--- src/rtl/core/sct_pkg.sv ---
// ----------------------------------------------------------------------------
// Shell command tokenizer package
// Shared types, event codes, token kinds and character constants.
// ----------------------------------------------------------------------------
package sct_pkg;

   // Kind of the token that is currently open.
   typedef enum logic [1:0] {
      KIND_NONE   = 2'd0,
      KIND_WORD   = 2'd1,
      KIND_QUOTED = 2'd2,
      KIND_OPER   = 2'd3
   } sct_kind_type;

   // Event codes on the result channel.
   localparam logic [1:0] EV_CHAR      = 2'd0;
   localparam logic [1:0] EV_CLOSE     = 2'd1;
   localparam logic [1:0] EV_LINE_DONE = 2'd2;

   // Kinds reported when a token closes.
   localparam logic [1:0] TOK_WORD   = 2'd0;
   localparam logic [1:0] TOK_QUOTED = 2'd1;
   localparam logic [1:0] TOK_OPER   = 2'd2;

   // Most events that one item can cause.
   localparam int unsigned MAX_EVENTS = 4;

   // Characters with a meaning of their own.
   localparam logic [7:0] CH_NUL   = 8'h00;
   localparam logic [7:0] CH_SPACE = 8'h20;
   localparam logic [7:0] CH_QUOTE = 8'h22;
   localparam logic [7:0] CH_HASH  = 8'h23;
   localparam logic [7:0] CH_AMP   = 8'h26;
   localparam logic [7:0] CH_SEMI  = 8'h3B;
   localparam logic [7:0] CH_LT    = 8'h3C;
   localparam logic [7:0] CH_GT    = 8'h3E;
   localparam logic [7:0] CH_BTICK = 8'h60;
   localparam logic [7:0] CH_PIPE  = 8'h7C;

   typedef struct packed {
      logic [1:0] event_kind;
      logic [7:0] token_char;
      logic [1:0] token_kind;
   } sct_event_type;

   // All events caused by one item, in order; count is 1 to MAX_EVENTS.
   typedef struct packed {
      logic [2:0]                         count;
      sct_event_type [MAX_EVENTS-1:0]     events;
   } sct_bundle_type;

   function automatic logic [1:0] close_kind(input sct_kind_type k);
      logic [1:0] r;
      r = TOK_WORD;
      case (k)
         KIND_WORD:   r = TOK_WORD;
         KIND_QUOTED: r = TOK_QUOTED;
         KIND_OPER:   r = TOK_OPER;
         default:     r = TOK_WORD;
      endcase
      return r;
   endfunction

   function automatic logic is_single_op(input logic [7:0] c);
      return (c == CH_LT) || (c == CH_GT) || (c == CH_AMP) || (c == CH_PIPE) ||
             (c == CH_SEMI) || (c == CH_BTICK);
   endfunction

   function automatic logic is_mergeable(input logic [7:0] c);
      return (c == CH_GT) || (c == CH_AMP) || (c == CH_PIPE);
   endfunction

endpackage

--- src/rtl/core/shell_command_tokenizer_core.sv ---
// ----------------------------------------------------------------------------
// Shell command tokenizer core
// Turns a stream of command-line characters into token events.
// ----------------------------------------------------------------------------
//
//  Channel | Direction | Handshake            | Item contents
//  --------+-----------+----------------------+-----------------------------------
//  req_    | in        | req_valid / req_stall | ch, has_char, end_of_line
//  rsp_    | out       | rsp_valid / rsp_stall | event_kind, token_char,
//          |           |                      | token_kind, last
//
//  The front end takes one item per cycle while the queue is not full and turns it
//  into zero to four events in the same cycle; the queue (QUEUE_DEPTH bundles)
//  hands them to the back end. The back end drives one event per cycle from its
//  output register while rsp_stall is low, so the sustained rate is one item per
//  cycle while items average at most one event each.
//  Reset is synchronous and clears the token state, the queue and the output valid flag.
//  A stall on rsp_ fills the queue; req_stall rises only when the queue is full.
//
module shell_command_tokenizer_core #(
   parameter int unsigned QUEUE_DEPTH = 4
) (
   input  logic       clock,
   input  logic       reset,
   input  logic       req_valid,
   output logic       req_stall,
   input  logic [7:0] req_ch,
   input  logic       req_has_char,
   input  logic       req_end_of_line,
   output logic       rsp_valid,
   input  logic       rsp_stall,
   output logic [1:0] rsp_event_kind,
   output logic [7:0] rsp_token_char,
   output logic [1:0] rsp_token_kind,
   output logic       rsp_last
);
   import sct_pkg::*;

   // Bundles carry every event of one item, so the queue never splits an item.
   sct_bundle_type push_data;
   sct_bundle_type head;
   logic           push;
   logic           pop;
   logic           not_empty;
   logic           full;

   // Front end: token state machine and event builder.
   sct_front u_front (
      .clock           (clock),
      .reset           (reset),
      .req_valid       (req_valid),
      .req_stall       (req_stall),
      .req_ch          (req_ch),
      .req_has_char    (req_has_char),
      .req_end_of_line (req_end_of_line),
      .queue_full      (full),
      .push            (push),
      .push_data       (push_data)
   );

   // Decoupling queue between the two halves.
   sct_queue #(
      .DEPTH (QUEUE_DEPTH)
   ) u_queue (
      .clock     (clock),
      .reset     (reset),
      .push      (push),
      .push_data (push_data),
      .pop       (pop),
      .head      (head),
      .not_empty (not_empty),
      .full      (full)
   );

   // Back end: serializes each bundle onto the result channel.
   sct_back u_back (
      .clock          (clock),
      .reset          (reset),
      .head           (head),
      .head_valid     (not_empty),
      .pop            (pop),
      .rsp_valid      (rsp_valid),
      .rsp_stall      (rsp_stall),
      .rsp_event_kind (rsp_event_kind),
      .rsp_token_char (rsp_token_char),
      .rsp_token_kind (rsp_token_kind),
      .rsp_last       (rsp_last)
   );

   // The line-done event is always the final event of its item.
   a_line_done_last : assert property (@(posedge clock) disable iff (reset)
      (rsp_valid && rsp_event_kind == EV_LINE_DONE) |-> rsp_last)
      else $error("line-done event not marked last");

   // Only character events carry a character.
   a_char_only_on_char : assert property (@(posedge clock) disable iff (reset)
      (rsp_valid && rsp_event_kind != EV_CHAR) |-> (rsp_token_char == 8'h00))
      else $error("non-character event carries a character");

   // Only close events carry a token kind.
   a_kind_only_on_close : assert property (@(posedge clock) disable iff (reset)
      (rsp_valid && rsp_event_kind != EV_CLOSE) |-> (rsp_token_kind == TOK_WORD))
      else $error("token kind set on a non-close event");

   // The front end never pushes into a full queue.
   a_no_overflow : assert property (@(posedge clock) disable iff (reset)
      push |-> !full)
      else $error("event bundle pushed into a full queue");

endmodule

--- src/rtl/core/sct_front.sv ---
// ----------------------------------------------------------------------------
// Shell command tokenizer front end
// Accepts characters, tracks the open token and builds each item's events.
// ----------------------------------------------------------------------------
module sct_front (
   input  logic                   clock,
   input  logic                   reset,
   input  logic                   req_valid,
   output logic                   req_stall,
   input  logic [7:0]             req_ch,
   input  logic                   req_has_char,
   input  logic                   req_end_of_line,
   input  logic                   queue_full,
   output logic                   push,
   output sct_pkg::sct_bundle_type push_data
);
   import sct_pkg::*;

   sct_kind_type kind_ff, kind_in;
   logic [7:0]   pend_ff, pend_in;
   logic         cmt_ff, cmt_in;
   logic         accept;

   assign req_stall = queue_full;
   assign accept    = req_valid && !queue_full;

   // Walk the item's character and end marker, collecting events in order.
   always_comb begin
      sct_event_type ev [MAX_EVENTS];
      logic [2:0]    n;
      sct_kind_type  kind;
      logic [7:0]    pend;
      logic          cmt;
      logic          done;

      for (int i = 0; i < MAX_EVENTS; i++) begin
         ev[i] = '0;
      end
      n    = '0;
      kind = kind_ff;
      pend = pend_ff;
      cmt  = cmt_ff;
      done = 1'b0;

      if (req_has_char && !cmt) begin
         if (req_ch == CH_NUL) begin
            cmt = 1'b1;
         end else begin
            if (kind == KIND_OPER) begin
               if (pend == req_ch && is_mergeable(req_ch)) begin
                  ev[n[1:0]] = '{EV_CHAR, req_ch, TOK_WORD};
                  n = n + 3'd1;
                  done = 1'b1;
               end
               ev[n[1:0]] = '{EV_CLOSE, 8'h00, TOK_OPER};
               n    = n + 3'd1;
               kind = KIND_NONE;
               pend = 8'h00;
            end
            if (!done) begin
               if (req_ch == CH_QUOTE) begin
                  if (kind != KIND_NONE) begin
                     ev[n[1:0]] = '{EV_CLOSE, 8'h00, close_kind(kind)};
                     n = n + 3'd1;
                  end
                  kind = (kind == KIND_QUOTED) ? KIND_NONE : KIND_QUOTED;
                  pend = 8'h00;
               end else if (kind == KIND_QUOTED) begin
                  ev[n[1:0]] = '{EV_CHAR, req_ch, TOK_WORD};
                  n = n + 3'd1;
               end else if (is_single_op(req_ch)) begin
                  if (kind != KIND_NONE) begin
                     ev[n[1:0]] = '{EV_CLOSE, 8'h00, close_kind(kind)};
                     n = n + 3'd1;
                  end
                  kind = KIND_OPER;
                  pend = req_ch;
                  ev[n[1:0]] = '{EV_CHAR, req_ch, TOK_WORD};
                  n = n + 3'd1;
               end else if (req_ch == CH_SPACE) begin
                  if (kind != KIND_NONE) begin
                     ev[n[1:0]] = '{EV_CLOSE, 8'h00, close_kind(kind)};
                     n = n + 3'd1;
                  end
                  kind = KIND_NONE;
                  pend = 8'h00;
               end else if (kind == KIND_WORD) begin
                  ev[n[1:0]] = '{EV_CHAR, req_ch, TOK_WORD};
                  n = n + 3'd1;
               end else if (req_ch == CH_HASH) begin
                  cmt = 1'b1;
               end else begin
                  kind = KIND_WORD;
                  ev[n[1:0]] = '{EV_CHAR, req_ch, TOK_WORD};
                  n = n + 3'd1;
               end
            end
         end
      end

      if (req_end_of_line) begin
         if (kind != KIND_NONE) begin
            ev[n[1:0]] = '{EV_CLOSE, 8'h00, close_kind(kind)};
            n = n + 3'd1;
         end
         ev[n[1:0]] = '{EV_LINE_DONE, 8'h00, TOK_WORD};
         n    = n + 3'd1;
         kind = KIND_NONE;
         pend = 8'h00;
         cmt  = 1'b0;
      end

      kind_in = kind;
      pend_in = pend;
      cmt_in  = cmt;
      push_data.count = n;
      for (int i = 0; i < MAX_EVENTS; i++) begin
         push_data.events[i] = ev[i];
      end
      push = accept && (n != 3'd0);
   end

   always_ff @(posedge clock) begin
      if (reset) begin
         kind_ff <= KIND_NONE;
         pend_ff <= 8'h00;
         cmt_ff  <= 1'b0;
      end else if (accept) begin
         kind_ff <= kind_in;
         pend_ff <= pend_in;
         cmt_ff  <= cmt_in;
      end
   end

endmodule

--- src/rtl/core/sct_queue.sv ---
// ----------------------------------------------------------------------------
// Shell command tokenizer event queue
// Small FIFO of per-item event bundles between front and back end.
// ----------------------------------------------------------------------------
module sct_queue #(
   parameter int unsigned DEPTH = 4
) (
   input  logic                   clock,
   input  logic                   reset,
   input  logic                   push,
   input  sct_pkg::sct_bundle_type push_data,
   input  logic                   pop,
   output sct_pkg::sct_bundle_type head,
   output logic                   not_empty,
   output logic                   full
);
   import sct_pkg::*;

   localparam int unsigned PTR_W = (DEPTH > 1) ? $clog2(DEPTH) : 1;
   localparam int unsigned CNT_W = $clog2(DEPTH + 1);
   localparam logic [PTR_W-1:0] LAST_PTR = PTR_W'(DEPTH - 1);

   sct_bundle_type     slot_ff [DEPTH];
   logic [PTR_W-1:0]   wr_ptr_ff, wr_ptr_in;
   logic [PTR_W-1:0]   rd_ptr_ff, rd_ptr_in;
   logic [CNT_W-1:0]   count_ff, count_in;
   logic               do_push, do_pop;

   assign full      = (count_ff == CNT_W'(DEPTH));
   assign not_empty = (count_ff != '0);
   assign head      = slot_ff[rd_ptr_ff];
   assign do_push   = push && !full;
   assign do_pop    = pop && not_empty;

   always_comb begin
      wr_ptr_in = wr_ptr_ff;
      rd_ptr_in = rd_ptr_ff;
      count_in  = count_ff;
      if (do_push) begin
         wr_ptr_in = (wr_ptr_ff == LAST_PTR) ? '0 : wr_ptr_ff + 1'b1;
      end
      if (do_pop) begin
         rd_ptr_in = (rd_ptr_ff == LAST_PTR) ? '0 : rd_ptr_ff + 1'b1;
      end
      if (do_push && !do_pop) begin
         count_in = count_ff + 1'b1;
      end else if (do_pop && !do_push) begin
         count_in = count_ff - 1'b1;
      end
   end

   always_ff @(posedge clock) begin
      if (reset) begin
         wr_ptr_ff <= '0;
         rd_ptr_ff <= '0;
         count_ff  <= '0;
      end else begin
         wr_ptr_ff <= wr_ptr_in;
         rd_ptr_ff <= rd_ptr_in;
         count_ff  <= count_in;
      end
   end

   always_ff @(posedge clock) begin
      if (do_push) begin
         slot_ff[wr_ptr_ff] <= push_data;
      end
   end

endmodule

--- src/rtl/core/sct_back.sv ---
// ----------------------------------------------------------------------------
// Shell command tokenizer back end
// Plays out each bundle one event per cycle, while rsp_stall is low, into the result register.
// ----------------------------------------------------------------------------
module sct_back (
   input  logic                   clock,
   input  logic                   reset,
   input  sct_pkg::sct_bundle_type head,
   input  logic                   head_valid,
   output logic                   pop,
   output logic                   rsp_valid,
   input  logic                   rsp_stall,
   output logic [1:0]             rsp_event_kind,
   output logic [7:0]             rsp_token_char,
   output logic [1:0]             rsp_token_kind,
   output logic                   rsp_last
);
   import sct_pkg::*;

   logic [1:0]    idx_ff, idx_in;
   logic          valid_ff, valid_in;
   sct_event_type ev_ff, ev_in;
   logic          last_ff, last_in;
   logic          load, is_last;

   assign load    = head_valid && (!valid_ff || !rsp_stall);
   assign is_last = (({1'b0, idx_ff} + 3'd1) == head.count);
   assign pop     = load && is_last;

   always_comb begin
      idx_in   = idx_ff;
      valid_in = valid_ff && rsp_stall;
      ev_in    = ev_ff;
      last_in  = last_ff;
      if (load) begin
         valid_in = 1'b1;
         ev_in    = head.events[idx_ff];
         last_in  = is_last;
         idx_in   = is_last ? 2'd0 : idx_ff + 2'd1;
      end
   end

   always_ff @(posedge clock) begin
      if (reset) begin
         idx_ff   <= 2'd0;
         valid_ff <= 1'b0;
      end else begin
         idx_ff   <= idx_in;
         valid_ff <= valid_in;
      end
   end

   always_ff @(posedge clock) begin
      ev_ff   <= ev_in;
      last_ff <= last_in;
   end

   assign rsp_valid      = valid_ff;
   assign rsp_event_kind = ev_ff.event_kind;
   assign rsp_token_char = ev_ff.token_char;
   assign rsp_token_kind = ev_ff.token_kind;
   assign rsp_last       = last_ff;

endmodule
--- config.mk ---
export PLATFORM = sky130hd
export DESIGN_NAME = shell_command_tokenizer_core
export DESIGN_NICKNAME = d
export VERILOG_FILES = /design/src/rtl/core/sct_pkg.sv /design/src/rtl/core/shell_command_tokenizer_core.sv /design/src/rtl/core/sct_front.sv /design/src/rtl/core/sct_queue.sv /design/src/rtl/core/sct_back.sv
export SDC_FILE = /design/constraint.sdc
export NUM_CORES = 1
export LEC_CHECK = 0
export BUFFER_PORTS_ARGS = -buffer_cell sky130_fd_sc_hd__buf_4
export CAP_MARGIN = 10
export CORE_ASPECT_RATIO = 1.2
export CORE_MARGIN = 5
export CORE_UTILIZATION = 35
export CTS_BUF_LIST = sky130_fd_sc_hd__clkbuf_8
export DETAILED_ROUTE_END_ITERATION = 8
export PLACE_DENSITY_LB_ADDON = 0.15
export RECOVER_POWER = 50
export SETUP_SLACK_MARGIN = 0.1
export SKIP_LAST_GASP = 1
export SYNTH_ARGS = -nofsm -noshare
export SYNTH_HDL_FRONTEND = slang
export SYNTH_HIERARCHICAL = 1
export SYNTH_SLANG_ARGS = --single-unit
--- constraint.sdc ---
create_clock -name clock -period 7.6 [get_ports clock]
set_input_delay 1.52 -clock clock [delete_from_list [all_inputs] [get_ports clock]]
set_output_delay 1.52 -clock clock [all_outputs]
set_load 0.05 [all_outputs]
# ---- Word-level counts from Yosys, hierarchy flattened
# Memories as Yosys holds them, arrays and structs flattened. A register that Yosys moved wholly into a read port is not among the register bits.
# Cells that the tools add are included.
dict set report word_totals {
  inputBits 14
  elab_cells 256
  ram_bits 204
  out_inout_bits 15
  n_memories 1
  reg_bits 34
}
# name words word_bits rd rd_ports_with_merged_regs write_ports line_no
set memory_table {}
lappend memory_table {u_queue.slot_ff 4 51 1 1 1 sct_queue.sv:23} ;# sct_bundle_type slot_ff [DEPTH];
dict set report classes {
  n_eq_ne 27
  muxes 143
  add_sub_neg 11
  n_bitwise 11
  n_reduce_logical 40
  order_cmp 11
}
# operator count
set op_table {}
lappend op_table {{two-way mux 48 bit} 24}
lappend op_table {{bitwise mux 48 bit} 6}
lappend op_table {{demux 12 bit (select 2 bit)} 5}
lappend op_table {{two-way mux 12 bit} 9}
lappend op_table {{two-way mux 2 bit} 41}
lappend op_table {{two-way mux 3 bit} 27}
lappend op_table {{two-way mux 8 bit} 9}
lappend op_table {{== test 8 x 6 -> 1 bit (second input constant)} 7}
lappend op_table {{bitwise AND 44 bit} 1}
lappend op_table {{inverter 44 bit} 1}
lappend op_table {{bitwise AND 40 bit} 1}
lappend op_table {{inverter 40 bit} 1}
lappend op_table {{binary-select mux 12 bit (select 2 bit)} 1}
lappend op_table {{adder 3 x 1 -> 3 bit (second input constant)} 6}
lappend op_table {{two-way mux 1 bit} 18}
lappend op_table {{inequality test 3 x 2 -> 1 bit (second input constant)} 6}
lappend op_table {{== test 8 x 7 -> 1 bit (second input constant)} 2}
lappend op_table {{logical AND 1 bit} 16}
lappend op_table {{greater-or-equal comparator 3 bit (second input constant)} 5}
lappend op_table {{less-than comparator 3 x 1 -> 1 bit (second input constant)} 5}
lappend op_table {{inverter 2 -> 3 bit} 5}
lappend op_table {{== test 2 bit (second input constant)} 7}
lappend op_table {{two-way mux 10 bit} 1}
lappend op_table {{AND reduction 9 bit} 1}
lappend op_table {{18 further kinds} 38}

# ---- Longest topological paths before layout
# Gate-level depths: netlist of the first run.
dict set report depth {
  depth_word 39
  mapped_depth 26
  mapped_depth_nobuf 26
}

# ---- Cells and area by module
# The synthesis of the first run kept the hierarchy.
# mod n_inst seq_area_each_um2 cells_per_inst area_per_inst_um2
set modules_own_cells {}
lappend modules_own_cells {sct_queue 1 6306.0 317 7843.8}
lappend modules_own_cells {sct_front 1 220.2 316 2257.2}
lappend modules_own_cells {sct_back 1 450.4 47 884.6}

# ---- Worst setup path after synthesis of the first run
# Ideal clock, no wire load.
dict set report synth_timing {
  kind {in2reg}
  startpoint {input port req_ch[5]}
  endpoint {register u_queue.count_ff[2]}
  slack_ns 1.105
  n_path_buf 1
  setup_ns 0.070
  t_required_ns 7.530
  cell_stages 25
  arrival_time_ns 6.424
  path_cell_list {clkbuf_2 -> or3b_2 -> a211o_1 -> a31oi_1 -> o211a_1 -> o22ai_1 -> a21oi_1 -> inv_1 -> ha_1 -> mux2i_1 -> inv_1 -> ha_1 -> nand2_1 -> inv_1 -> a21boi_0 -> o211ai_1 -> a31oi_1 -> inv_1 -> nor2_2 -> ha_1 -> inv_1 -> fa_1 -> xor2_1 -> or3_2 -> a21oi_1}
}
dict set report synth_between {
  elab_chain_len 38
  elab_cells_between_ends 72
  classes_between {add/sub (5); eq/ne (10); mux (40); reduce/logical (17)}
}
# item line_no
set synth_rtl {}
lappend synth_rtl {{start: declaration} shell_command_tokenizer_core.sv:27} ;# input logic [7:0] req_ch,
lappend synth_rtl {{== test 8 x 6 -> 1 bit} {sct_pkg.sv:65, sct_pkg.sv:70}}
lappend synth_rtl {{logical OR 1 bit (2 in a row)} sct_pkg.sv:70} ;# return (c == CH_GT) || (c == CH_AMP) || (c == CH_PIPE);
lappend synth_rtl {{logical AND 1 bit} sct_front.sv:50} ;# if (pend == req_ch && is_mergeable(req_ch)) begin
lappend synth_rtl {{two-way mux 1 bit} sct_front.sv:50}
lappend synth_rtl {{two-way mux 3 bit} sct_front.sv:49} ;# if (kind == KIND_OPER) begin
lappend synth_rtl {{two-way mux 3 bit} sct_front.sv:46} ;# if (req_ch == CH_NUL) begin
lappend synth_rtl {{two-way mux 3 bit} sct_front.sv:45} ;# if (req_has_char && !cmt) begin
lappend synth_rtl {{adder 3 x 1 -> 3 bit} sct_front.sv:56} ;# n = n + 3'd1;
lappend synth_rtl {{(+23 left out)} -}
lappend synth_rtl {{nonzero test 3 bit *} sct_front.sv:120} ;# push = accept && (n != 3'd0);
lappend synth_rtl {{logical AND 1 bit *} sct_front.sv:120}
lappend synth_rtl {{via push} shell_command_tokenizer_core.sv:42} ;# logic push;
lappend synth_rtl {{logical AND 1 bit *} sct_queue.sv:32} ;# assign do_push = push && !full;
lappend synth_rtl {{via u_queue.do_push} sct_queue.sv:27} ;# logic do_push, do_pop;
lappend synth_rtl {{logical NOT 1 bit} sct_queue.sv:47} ;# end else if (do_pop && !do_push) begin
lappend synth_rtl {{logical AND 1 bit} sct_queue.sv:47}
lappend synth_rtl {{nonzero test 2 bit (no line)} -}
lappend synth_rtl {{end signal: assignment} sct_queue.sv:60} ;# count_ff <= count_in;
lappend synth_rtl {{end: declaration} sct_queue.sv:26} ;# logic [CNT_W-1:0] count_ff, count_in;
# The timed path passes the listed nets; every way through them passes the cells marked *. The select of a mux whose other input is x is not followed.
# A chain may end at the register's enable or synchronous reset.

# ---- Worst setup path in the final report of the first run
dict set report layout_timing {
  startpoint {input port req_ch[3]}
  endpoint {register u_queue.count_ff[2]}
}
# The elaborated chain is that of the path after synthesis.

==> flow_metrics.env, run 1 <==
export IMPL_multi_input_area_mm2=0.00363
export IMPL_dr_first_iter_drc_count=421
export IMPL_port_buffers=28
export IMPL_crit_required_ps=8070
export IMPL_yosys_warnings=6
export IMPL_setup_tns_final_ps=0
export IMPL_root_buffer="clkbuf_8"
export IMPL_first_pass_iters=5
export IMPL_area_growth_pct=12.2
export IMPL_grt_overflow=0
export IMPL_grt_usage_pct=14.3
export IMPL_cts_sinks=240
export IMPL_grt_pass1_vias=6617
export IMPL_violations="capacitance limit, slew limit"
export IMPL_synth_top_cells_by_area="edfxtp_1, mux4_2, dfxtp_1"
export IMPL_hold_viol=0
export IMPL_cts_hold_buf=0
export IMPL_cpMostUsedCell="inv_1"
export IMPL_maxCapViolCount=1
export IMPL_path_cells="buf_4 > nor4_1 > nand4_1 > buf_4 > and4_1 > o31a_1 > o21ai_2 > ha_1 > mux2i_1 > inv_1 > ha_1 > nand2_1 > inv_1 > a21boi_0 > o211ai_1 > a31oi_1 > inv_1 > nor2_2 > ha_1 > inv_1 > fa_1 > xor2_1 > or3_2 > a21oi_1"
export IMPL_fmax_mhz=149
export IMPL_cp_arrival_ps=7190
export IMPL_fin_crit_sh_pct=88.5
export IMPL_setup_viol=0
export IMPL_cts_tree="done"
export IMPL_syn_inst=680
export IMPL_hp_class="flop to flop"
export IMPL_p_leak_nw=3.96
export IMPL_clk_pin_slew_ps=60
export IMPL_drive_gt1_share_pct=22.0
export IMPL_critPathBufInv=6
export IMPL_cts_htree_levels=2
export IMPL_fin_ws_ps=873
export IMPL_synth_edff_count=217
export IMPL_worstMarginPinSlew_ps=3450
export IMPL_grt_pass1_wl_um=38500
export IMPL_drc=0
export IMPL_worst_setup_path_type="input port to flop"
export IMPL_postRouteAntennaNets=0
export IMPL_ys_types=87
export IMPL_row_count=71
export IMPL_numCtsBuffers=40
export IMPL_wire_per_inst_um=21.4
export IMPL_vias_per_cell=5.30
export IMPL_slew_viol_final=52
export IMPL_dieArea_mm2=0.0350
export IMPL_clk_latency_ps=550
export IMPL_regArea_mm2=0.00698
export IMPL_finalClockSkew_ps=20.1
export IMPL_end_kind="flop"
export IMPL_synth_top_area_share_pct=59.3
export IMPL_netlist_area_mm2=0.0110
export IMPL_dp_hpwl_um=15500
export IMPL_power_density_mw_per_mm2=297
export IMPL_synth_ff_type="edfxtp_1"
export IMPL_n_antenna_cell=0
export IMPL_cp_top_family="simple AND/OR/NAND/NOR gates"
export IMPL_start_util_pct=35.2
export IMPL_vias=6146
export IMPL_synthArstFlopShare_pct=0
export IMPL_slowest_stage="nor4_1"
export IMPL_final_nets=766
export IMPL_synth_common_cells="edfxtp_1, mux4_2, nor2_1, nand2_1"
export IMPL_rsz0062_at_grt="no"
export IMPL_seq_area_frac_synth_pct=63.5
export IMPL_ir_drop_mv=0.150
export IMPL_cts_resized=0
export IMPL_synth_most_common_cell="edfxtp_1"
export IMPL_die_w_um=172
export IMPL_status="finished with violations"
export IMPL_ys_ff_latch=240
export IMPL_crit_path_max_fanout=9
export IMPL_post_cts_setup_buffers=0
export IMPL_avgSynthCellArea_um2=16.2
export IMPL_dp_slack_ps=437
export IMPL_clk_path_buf_depth=3
export IMPL_core_mm2=0.0312
export IMPL_wl_um=24800
export IMPL_fillerInstances=2871
export IMPL_ios=29
export IMPL_antenna_found_initial=0
export IMPL_start_kind="input port"
export IMPL_critical_path_max_stage_delay_ps=810
export IMPL_timing_final_crit_period_ps=6730
export IMPL_grt_max_degree=52
export IMPL_die_h_um=204
export IMPL_slew_headroom_pct=-130
export IMPL_gp_congestion=0.869
export IMPL_yosysTopAreaCell="edfxtp_1"
==> state kept, by name, summed over array words and instances (netlist names), named ones only <==
register	count
u_back/idx_ff	2
u_back/rsp_event_kind	2
u_back/rsp_last	1
u_back/rsp_token_char	8
u_back/rsp_token_kind	2
u_back/rsp_valid	1
u_front/cmt_ff	1
u_front/kind_ff	2
u_front/pend_ff	8
u_queue/count_ff	3
u_queue/rd_ptr_ff	2
u_queue/slot_ff	204
u_queue/wr_ptr_ff	2
==> cells by family (layout without fill, tap and decap cells) <==
group,count (synthesis),count (layout),share of synthesized area [%]
compound gates,98,98,7.03
simple gates,175,175,8.86
flops,240,240,63.5
mux,68,68,13.5
other cells,1,3,0.0341
buf+inv,59,135,3.00
fa+ha+maj,24,24,2.80
xor+xnor,15,15,1.26
==> worst reg2reg max path: stages, from the launching register on <==
cell	delay, ps
dfxtp_1	370
inv_1	180
ha_1	390
and3b_1	240
o211ai_1	220
a41oi_1	220
nor2b_1	160
o22ai_1	80
a21oi_1	480
inv_1	140
ha_1	310
mux2i_1	240
inv_1	100
ha_1	230
nand2_1	100
inv_1	110
a21boi_0	190
o211ai_1	130
a31oi_1	470
inv_1	130
nor2_2	170
ha_1	200
inv_1	60
fa_1	370
xor2_1	180
or3_2	410
a21oi_1	140
==> cell type report <==
cell class / count / area share (%)
Clock buffer: 42 / 4.69
Timing Repair Buffer: 39 / 2.23
Tap cell: 401 / 4.07
Inverter: 24 / 0.771
Clock inverter: 30 / 2.18
Multi-Input combinational cell: 383 / 29.4
Sequential cell: 240 / 56.6
==> final timing paths <==
check	slack, ps	cells after the start	start	end
min reg2reg	480	1	u_front/pend_ff[7]	u_front/pend_ff[7]
min	480	1	u_front/pend_ff[7]	u_front/pend_ff[7]
max	870	24	req_ch[3]	u_queue/count_ff[2]
max reg2reg	1470	26	u_front/kind_ff[1]	u_queue/count_ff[2]
==> per-layer routing <==
metal  routed length [um]  up-vias  track usage, %
met5                    0        -               0
met4                  760        0            5.20
met3                 1030       47            2.53
met2                12300      150            24.0
met1                10700     3153            18.7
li1                     -     2796               -
==> stage by stage <==
stage / std cells / utilization, % / area, um^2 / hold slack [ps] / power (mW)
finish: 1159 / 39.5 / 12300 / 484 / 3.65
global route: 1159 / 39.5 / 12300 / 503 / 3.84
CTS: 1159 / 40.0 / 12500 / 482 / 3.78
detailed placement: 1087 / 37.2 / 11600 / 469 / 2.55
global placement: 1087 / 37.2 / 11600 / 472 / 2.53
floorplan: 682 / - / 11000 / 448 / 2.30
==> where the power goes <==
part	switching [mW]	total, mW	internal, mW
registers	0.0590	1.70	1.64
logic	0.481	0.747	0.266
clock network	0.521	1.21	0.688
==> placed cells by master (no fill, tap or decap), types with 6 or more instances in the layout <==
cell / n
edfxtp_1: 217
mux4_2: 59
clkbuf_8: 42
nor2_1: 40
inv_1: 31
nand2_1: 31
ha_1: 23
dfxtp_1: 22
a21oi_1: 21
clkbuf_1: 18
nor3_1: 18
buf_4: 16
and2_0: 13
xnor2_1: 10
o21ai_0: 10
nor4_1: 9
nand3_1: 9
a31oi_1: 8
clkinv_2: 7
nand2b_1: 7
nor2b_1: 7
clkinv_1: 6
a22o_1: 6
Power figures use the tool's default switching activity.
==> run 2: changes to the inputs <==
--- a/config.mk
+++ b/config.mk
@@ -14,6 +14,7 @@
 export DETAILED_ROUTE_END_ITERATION = 8
 export PLACE_DENSITY_LB_ADDON = 0.15
 export RECOVER_POWER = 50
+export REMOVE_ABC_BUFFERS = 1
 export SETUP_SLACK_MARGIN = 0.1
 export SKIP_LAST_GASP = 1
 export SYNTH_ARGS = -nofsm -noshare
==> run 2 against run 1 <==
Effect of this change: the flow still finishes with violations (capacitance limit, slew limit); global-route usage up 0.51 points; fmax down 0.71%; non-clock buffer count increased by 5; sequential share of layout area increased by 0.39 points; clock power decreased by 16%; setup slack lost 48 ps; worst hold slack improved by 11 ps; die area is the same; largest cell class unchanged.
==> flow_metrics.env, run 2 (synthesis gave the netlist of run 1 again) <==
export IMPL_p_leak_nw=3.96
export IMPL_power_density_mw_per_mm2=284
export IMPL_fin_total_pwr_mw=3.48
export IMPL_cts_resized=0
export IMPL_grt_overflow=0
export IMPL_fmax_mhz=148
export IMPL_clk_path_buf_depth=3
export IMPL_crit_path_max_fanout=8
export IMPL_maxCapViolCount=1
export IMPL_cts_htree_levels=2
export IMPL_die_w_um=172
export IMPL_port_buffers=28
export IMPL_grt_usage_pct=14.8
export IMPL_antenna_found_initial=0
export IMPL_clkPwrFrac_pct=29.2
export IMPL_largest_reg_flops=204
export IMPL_regArea_mm2=0.00698
export IMPL_hp_class="flop to flop"
export IMPL_setup_viol=0
export IMPL_cts_sinks=240
export IMPL_seqPwrFrac_pct=48.9
export IMPL_switchingPower_mw=1.05
export IMPL_cts_tree="done"
export IMPL_wl_met3_um=980
export IMPL_largest_register="u_queue/slot_ff"
export IMPL_end_kind="flop"
export IMPL_ios=29
export IMPL_p_comb_share_pct=21.8
export IMPL_dp_cells=1092
export IMPL_ir_drop_mv=0.171
export IMPL_hold_viol=0
export IMPL_fin_crit_sh_pct=89.2
export IMPL_timing_final_crit_period_ps=6780
export IMPL_clk_pin_slew_ps=50
export IMPL_row_count=71
export IMPL_crit_required_ps=8080
export IMPL_multi_input_area_mm2=0.00363
export IMPL_start_util_pct=35.2
export IMPL_cp_arrival_ps=7250
export IMPL_wire_per_inst_um=21.7
export IMPL_worstMarginPinSlew_ps=3540
export IMPL_final_nets=772
export IMPL_met2_length_um=12900
export IMPL_start_kind="input port"
export IMPL_setup_tns_final_ps=0
export IMPL_grt_pass1_vias=6695
export IMPL_vias=6167
export IMPL_worst_setup_path_type="input port to flop"
export IMPL_violations="capacitance limit, slew limit"
export IMPL_wl_met1_um=10900
export IMPL_gp_congestion=0.888
export IMPL_wl_um=25200
export IMPL_fillerInstances=2897
export IMPL_switching_share_pct=30.2
export IMPL_final_util_pct=39.3
export IMPL_layout_cells_non_filler=1164
export IMPL_n_antenna_cell=0
export IMPL_rsz0062_at_grt="no"
export IMPL_intPower_mw=2.43
export IMPL_slew_headroom_pct=-136
export IMPL_root_buffer="clkbuf_8"
export IMPL_vias_per_cell=5.30
export IMPL_first_pass_iters=4
export IMPL_drive_gt1_share_pct=21.2
export IMPL_die_h_um=204
export IMPL_core_mm2=0.0312
export IMPL_drc=0
export IMPL_status="finished with violations"
export IMPL_clk_latency_ps=560
export IMPL_top_layer="met4"
export IMPL_post_cts_setup_buffers=0
export IMPL_numCtsBuffers=41
export IMPL_final_cell_mix="edfxtp_1, mux4_2, clkbuf_8"
export IMPL_layout_commonest_cell="edfxtp_1"
export IMPL_postRouteAntennaNets=0
export IMPL_whs_ps=495
export IMPL_slew_viol_final=52
export IMPL_dieArea_mm2=0.0350
export IMPL_finalClockSkew_ps=16.6
export IMPL_grt_pass1_wl_um=39800
export IMPL_dr_first_iter_drc_count=352
export IMPL_cts_hold_buf=0
export IMPL_grt_max_degree=52
export IMPL_dp_hpwl_um=16700
export IMPL_area_growth_pct=11.5
-- run 2: changes by cell type in the layout (fill, tap and decap cells not counted), moves of 2 or more --
cell       delta
bufinv_16     -5
buf_4         +5
clkinv_2      -4
inv_1        +10
and2_1        +2
and2_0        -2
-- run 2: worst max-delay path: stages --
cell      delay [ps]
buf_4            140
or3b_2           520
a211o_1          320
a31oi_1          190
o211a_1          170
o22ai_1           90
a21oi_1          450
inv_1            130
ha_1             320
mux2i_1          250
inv_1            120
ha_1             250
nand2_1          130
inv_1            130
a21boi_0         190
o211ai_1         150
a31oi_1          450
inv_1            140
nor2_2           170
ha_1             210
inv_1             70
fa_1             370
xor2_1           180
or3_2            420
a21oi_1          150
-- run 2: layout make-up --
class,instances,area share (%)
sequential,240,57.0
clock inverter,30,1.11
tap,401,4.10
inverter,24,0.777
clock buffer,42,4.72
multi-input combinational,383,29.6
timing repair buffer,44,2.66
-- run 2: path summary, 6_finish.rpt --
| path | slack [ps] | to | cells past startpoint | start |
|---|---|---|---|---|
| worst max-delay path | 820 | u_queue/count_ff[2] | 25 | req_ch[7] |
| worst min register to register | 490 | flop | 2 | u_queue/rd_ptr_ff[0] |
| worst max register to register | 1270 | u_queue/count_ff[2] | 26 | u_front/kind_ff[1] |
| worst min-delay path | 490 | flop | 2 | u_queue/rd_ptr_ff[0] |
-- run 2: through the flow --
step	setup WS (ps)	cell area, um^2
global placement	576	11700
finish	824	12200
floorplan	1240	10800
detailed placement	327	11700
CTS	889	12400
global route	420	12200
-- run 2: metal layers --
| layer | up-vias | GRT usage, % |
|---|---|---|
| li1 | 2814 | - |
| met1 | 3166 | 19.4 |
| met2 | 151 | 25.3 |
| met3 | 36 | 2.38 |
| met4 | 0 | 4.77 |
| met5 | - | 0 |
-- run 2: power by group through the flow --
| stage | clock network (mW) | registers, mW | logic (mW) |
|---|---|---|---|
| 6_report | 1.02 | 1.70 | 0.760 |
| 5_1_grt | 1.12 | 1.72 | 0.824 |
| 4_1_cts | 1.06 | 1.71 | 0.831 |
| 3_5_place_dp | 0 | 1.73 | 0.827 |
| 3_3_place_gp | 0 | 1.73 | 0.819 |
| 2_1_floorplan | 0 | 1.88 | 0.392 |
==> run 3: changes to the inputs <==
--- a/config.mk
+++ b/config.mk
@@ -5,6 +5,7 @@
 export SDC_FILE = /design/constraint.sdc
 export NUM_CORES = 1
 export LEC_CHECK = 0
+export ABC_AREA = 1
 export BUFFER_PORTS_ARGS = -buffer_cell sky130_fd_sc_hd__buf_4
 export CAP_MARGIN = 10
 export CORE_ASPECT_RATIO = 1.2
@@ -16,6 +17,7 @@
 export RECOVER_POWER = 50
 export REMOVE_ABC_BUFFERS = 1
 export SETUP_SLACK_MARGIN = 0.1
+export SKIP_CTS_REPAIR_TIMING = 1
 export SKIP_LAST_GASP = 1
 export SYNTH_ARGS = -nofsm -noshare
 export SYNTH_HDL_FRONTEND = slang
==> run 3 against run 2 <==
Effect of this change: the flow still finishes with violations (capacitance limit, slew limit); largest cell class unchanged; fmax rose by 5.7%; first-iteration DRC count rose by 65%; worst hold slack got worse by 14 ps; final cell count rose by 40%; final area rose by 3.6%; utilization fell by 0.92 points; clock skew barely moved; sequential share of layout area fell by 2.0 points; flip-flop and latch count did not move; via count rose by 34%; largest power group unchanged.
==> flow_metrics.env, run 3 <==
export IMPL_status="finished with violations"
export IMPL_violations="capacitance limit, slew limit"
export IMPL_power_density_mw_per_mm2=296
export IMPL_synth_top_cells_by_area="edfxtp_1, nor2_1, nand2_1"
export IMPL_hold_viol=0
export IMPL_vias_per_cell=5.07
export IMPL_largest_reg_flops=204
export IMPL_wire_per_inst_um=19.0
export IMPL_cts_htree_levels=2
export IMPL_synth_top_area_share_pct=55.8
export IMPL_holdPathStages=2
export IMPL_setup_viol=0
export IMPL_grt_max_degree=87
export IMPL_drc=0
export IMPL_largest_register="u_queue/slot_ff"
export IMPL_clk_path_buf_depth=3
export IMPL_end_kind="flop"
export IMPL_cts_sinks=240
export IMPL_cpMostUsedCell="nand2_1"
export IMPL_layout_commonest_cell="edfxtp_1"
export IMPL_ios=29
export IMPL_p_leak_nw=4.93
export IMPL_synth_simple_area_share_pct=18.3
export IMPL_crit_path_max_fanout=15
export IMPL_start_util_pct=35.3
export IMPL_hp_start="u_front/pend_ff[1]"
export IMPL_numCtsBuffers=40
export IMPL_synth_xor_area_share_pct=0.150
export IMPL_dp_cells=1565
export IMPL_cp_arrival_ps=6840
export IMPL_synthArstFlopShare_pct=0
export IMPL_r2r_end="u_queue/count_ff[1]"
export IMPL_setup_tns_final_ps=0
export IMPL_worst_setup_path_type="input port to flop"
export IMPL_worstMarginPinSlew_ps=2570
export IMPL_ys_ff_latch=240
export IMPL_syn_inst=1128
export IMPL_grt_overflow=0
export IMPL_grt_pass1_vias=8317
export IMPL_slowest_stage="nor2_4"
export IMPL_dp_hpwl_um=19500
export IMPL_clk_pin_slew_ps=60
export IMPL_synth_edff_count=217
export IMPL_grt_pass1_wl_um=48400
export IMPL_dr_first_iter_drc_count=580
export IMPL_netlist_area_mm2=0.0117
export IMPL_whs_ps=481
export IMPL_die_w_um=177
export IMPL_r2r_setup_slack_ps=1770
export IMPL_port_buffers=28
export IMPL_row_count=73
export IMPL_finalClockSkew_ps=16.8
export IMPL_clk_latency_ps=550
export IMPL_grt_usage_pct=16.6
export IMPL_first_pass_iters=5
export IMPL_start_kind="input port"
export IMPL_root_buffer="clkbuf_8"
export IMPL_slew_headroom_pct=-71.0
export IMPL_synth_compound_area_share_pct=12.4
export IMPL_maxCapViolCount=4
export IMPL_wl_um=31000
export IMPL_rsz0062_at_grt="no"
export IMPL_hold_path_end="u_front/pend_ff[1]"
export IMPL_final_cell_mix="edfxtp_1, nor2_1, nand2_1"
export IMPL_drive_gt1_share_pct=10.2
export IMPL_synth_most_common_cell="edfxtp_1"
export IMPL_synth_ff_type="edfxtp_1"
export IMPL_area_growth_pct=8.65
export IMPL_gp_congestion=0.897
export IMPL_synth_common_cells="edfxtp_1, nor2_1, nand2_1, inv_1"
export IMPL_core_mm2=0.0331
export IMPL_die_h_um=210
export IMPL_layout_cells_non_filler=1633
export IMPL_ys_types=48
export IMPL_hp_class="flop to flop"
export IMPL_avgSynthCellArea_um2=10.3
export IMPL_timing_final_crit_period_ps=6410
export IMPL_synth_fa_ha_area_share_pct=2.64
export IMPL_cts_tree="done"
export IMPL_final_nets=1195
export IMPL_dieArea_mm2=0.0371
export IMPL_crit_required_ps=8030
export IMPL_fin_total_pwr_mw=3.75
export IMPL_yosysTopAreaCell="edfxtp_1"
export IMPL_fmax_mhz=156
export IMPL_postRouteAntennaNets=0
export IMPL_critPathLaunch="req_ch[6]"
export IMPL_yosys_warnings=6
export IMPL_muxShareOfSynthArea_pct=0
export IMPL_vias=8273
export IMPL_worst_r2r_cell_count=13
export IMPL_slew_viol_final=208
export IMPL_synth_top_family_by_area="simple AND/OR/NAND/NOR gates"
export IMPL_critical_path_max_stage_delay_ps=460
export IMPL_seq_area_frac_synth_pct=59.8
export IMPL_ir_drop_mv=0.145
export IMPL_fin_crit_sh_pct=84.4
export IMPL_antenna_found_initial=1
export IMPL_fillerInstances=3391
==> run 3: cell count changes in the layout (fill, tap and decap cells not counted), moves of 9 or more <==
cell / before / now
o21ai_1: 1 / 69
o22ai_1: 2 / 64
and2_0: 11 / 0
nor2_1: 40 / 188
nand3_1: 9 / 38
mux4_2: 59 / 0
o21ai_0: 10 / 72
a21oi_1: 21 / 39
nand2_2: 0 / 12
nand2_1: 31 / 148
xnor2_1: 10 / 1
inv_1: 41 / 103
==> run 3: logic make-up (layout without fill, tap and decap cells) <==
family	after synthesis	count (layout)
AND/OR/NAND/NOR	452	452
AO/OA/AOI/OAI	257	257
flip-flops	240	240
buffers and inverters	152	204
adder cells (fa/ha/maj)	24	24
XOR/XNOR	2	2
other	1	4
==> run 3: cell type report <==
class / instances / area, um^2 / share of cell area (%)
flip-flops and latches: 240 / 6980 / 55.0
multi-input cells: 738 / 3810 / 30.0
clock buffers: 41 / 564 / 4.45
well taps: 450 / 563 / 4.44
inverters: 97 / 379 / 2.99
repair buffers: 40 / 226 / 1.79
clock inverters: 26 / 158 / 1.24
diodes: 1 / 2.50 / 0.0197
==> run 3: critical path: cells and delay by family <==
kind	cells	cell delay (ps)
AOI/OAI and AO/OA	2	480
adders and majority gates	4	1230
buffers and inverters	5	640
and+or+nand+nor	19	2950
==> run 3: worst max path at each step <==
stage / end / slack, ps
after floorplan: u_queue/slot_ff[0][0] / 740
after global routing: u_queue/count_ff[1] / 590
after global placement: u_queue/count_ff[1] / 1140
final: u_queue/count_ff[1] / 1190
after detailed placement: u_queue/count_ff[1] / 1070
after CTS: u_queue/count_ff[1] / 1660
==> run 3: metal layers <==
layer	share of wire, %	routed length (um)	global-route usage (%)
met1	45	13800	21.7
met4	1.8	556	4.16
met3	4.1	1290	2.44
met5	0	0	0
met2	50	15300	29.0
==> run 3: power breakdown <==
group / leakage (nW) / total [mW] / switching [mW] / internal, mW
Clock: 0.422 / 1.06 / 0.500 / 0.564
Sequential: 2.32 / 1.72 / 0.0710 / 1.65
Combinational: 2.19 / 0.971 / 0.724 / 0.247
==> run 3: through the flow <==
stage	setup slack [ps]	area, um^2	utilization, %
finish	1190	12700	38.3
floorplan	740	11300	-
detailed placement	1070	12200	36.8
global placement	1140	12200	36.8
CTS	1660	12900	39.0
global route	585	12700	38.3
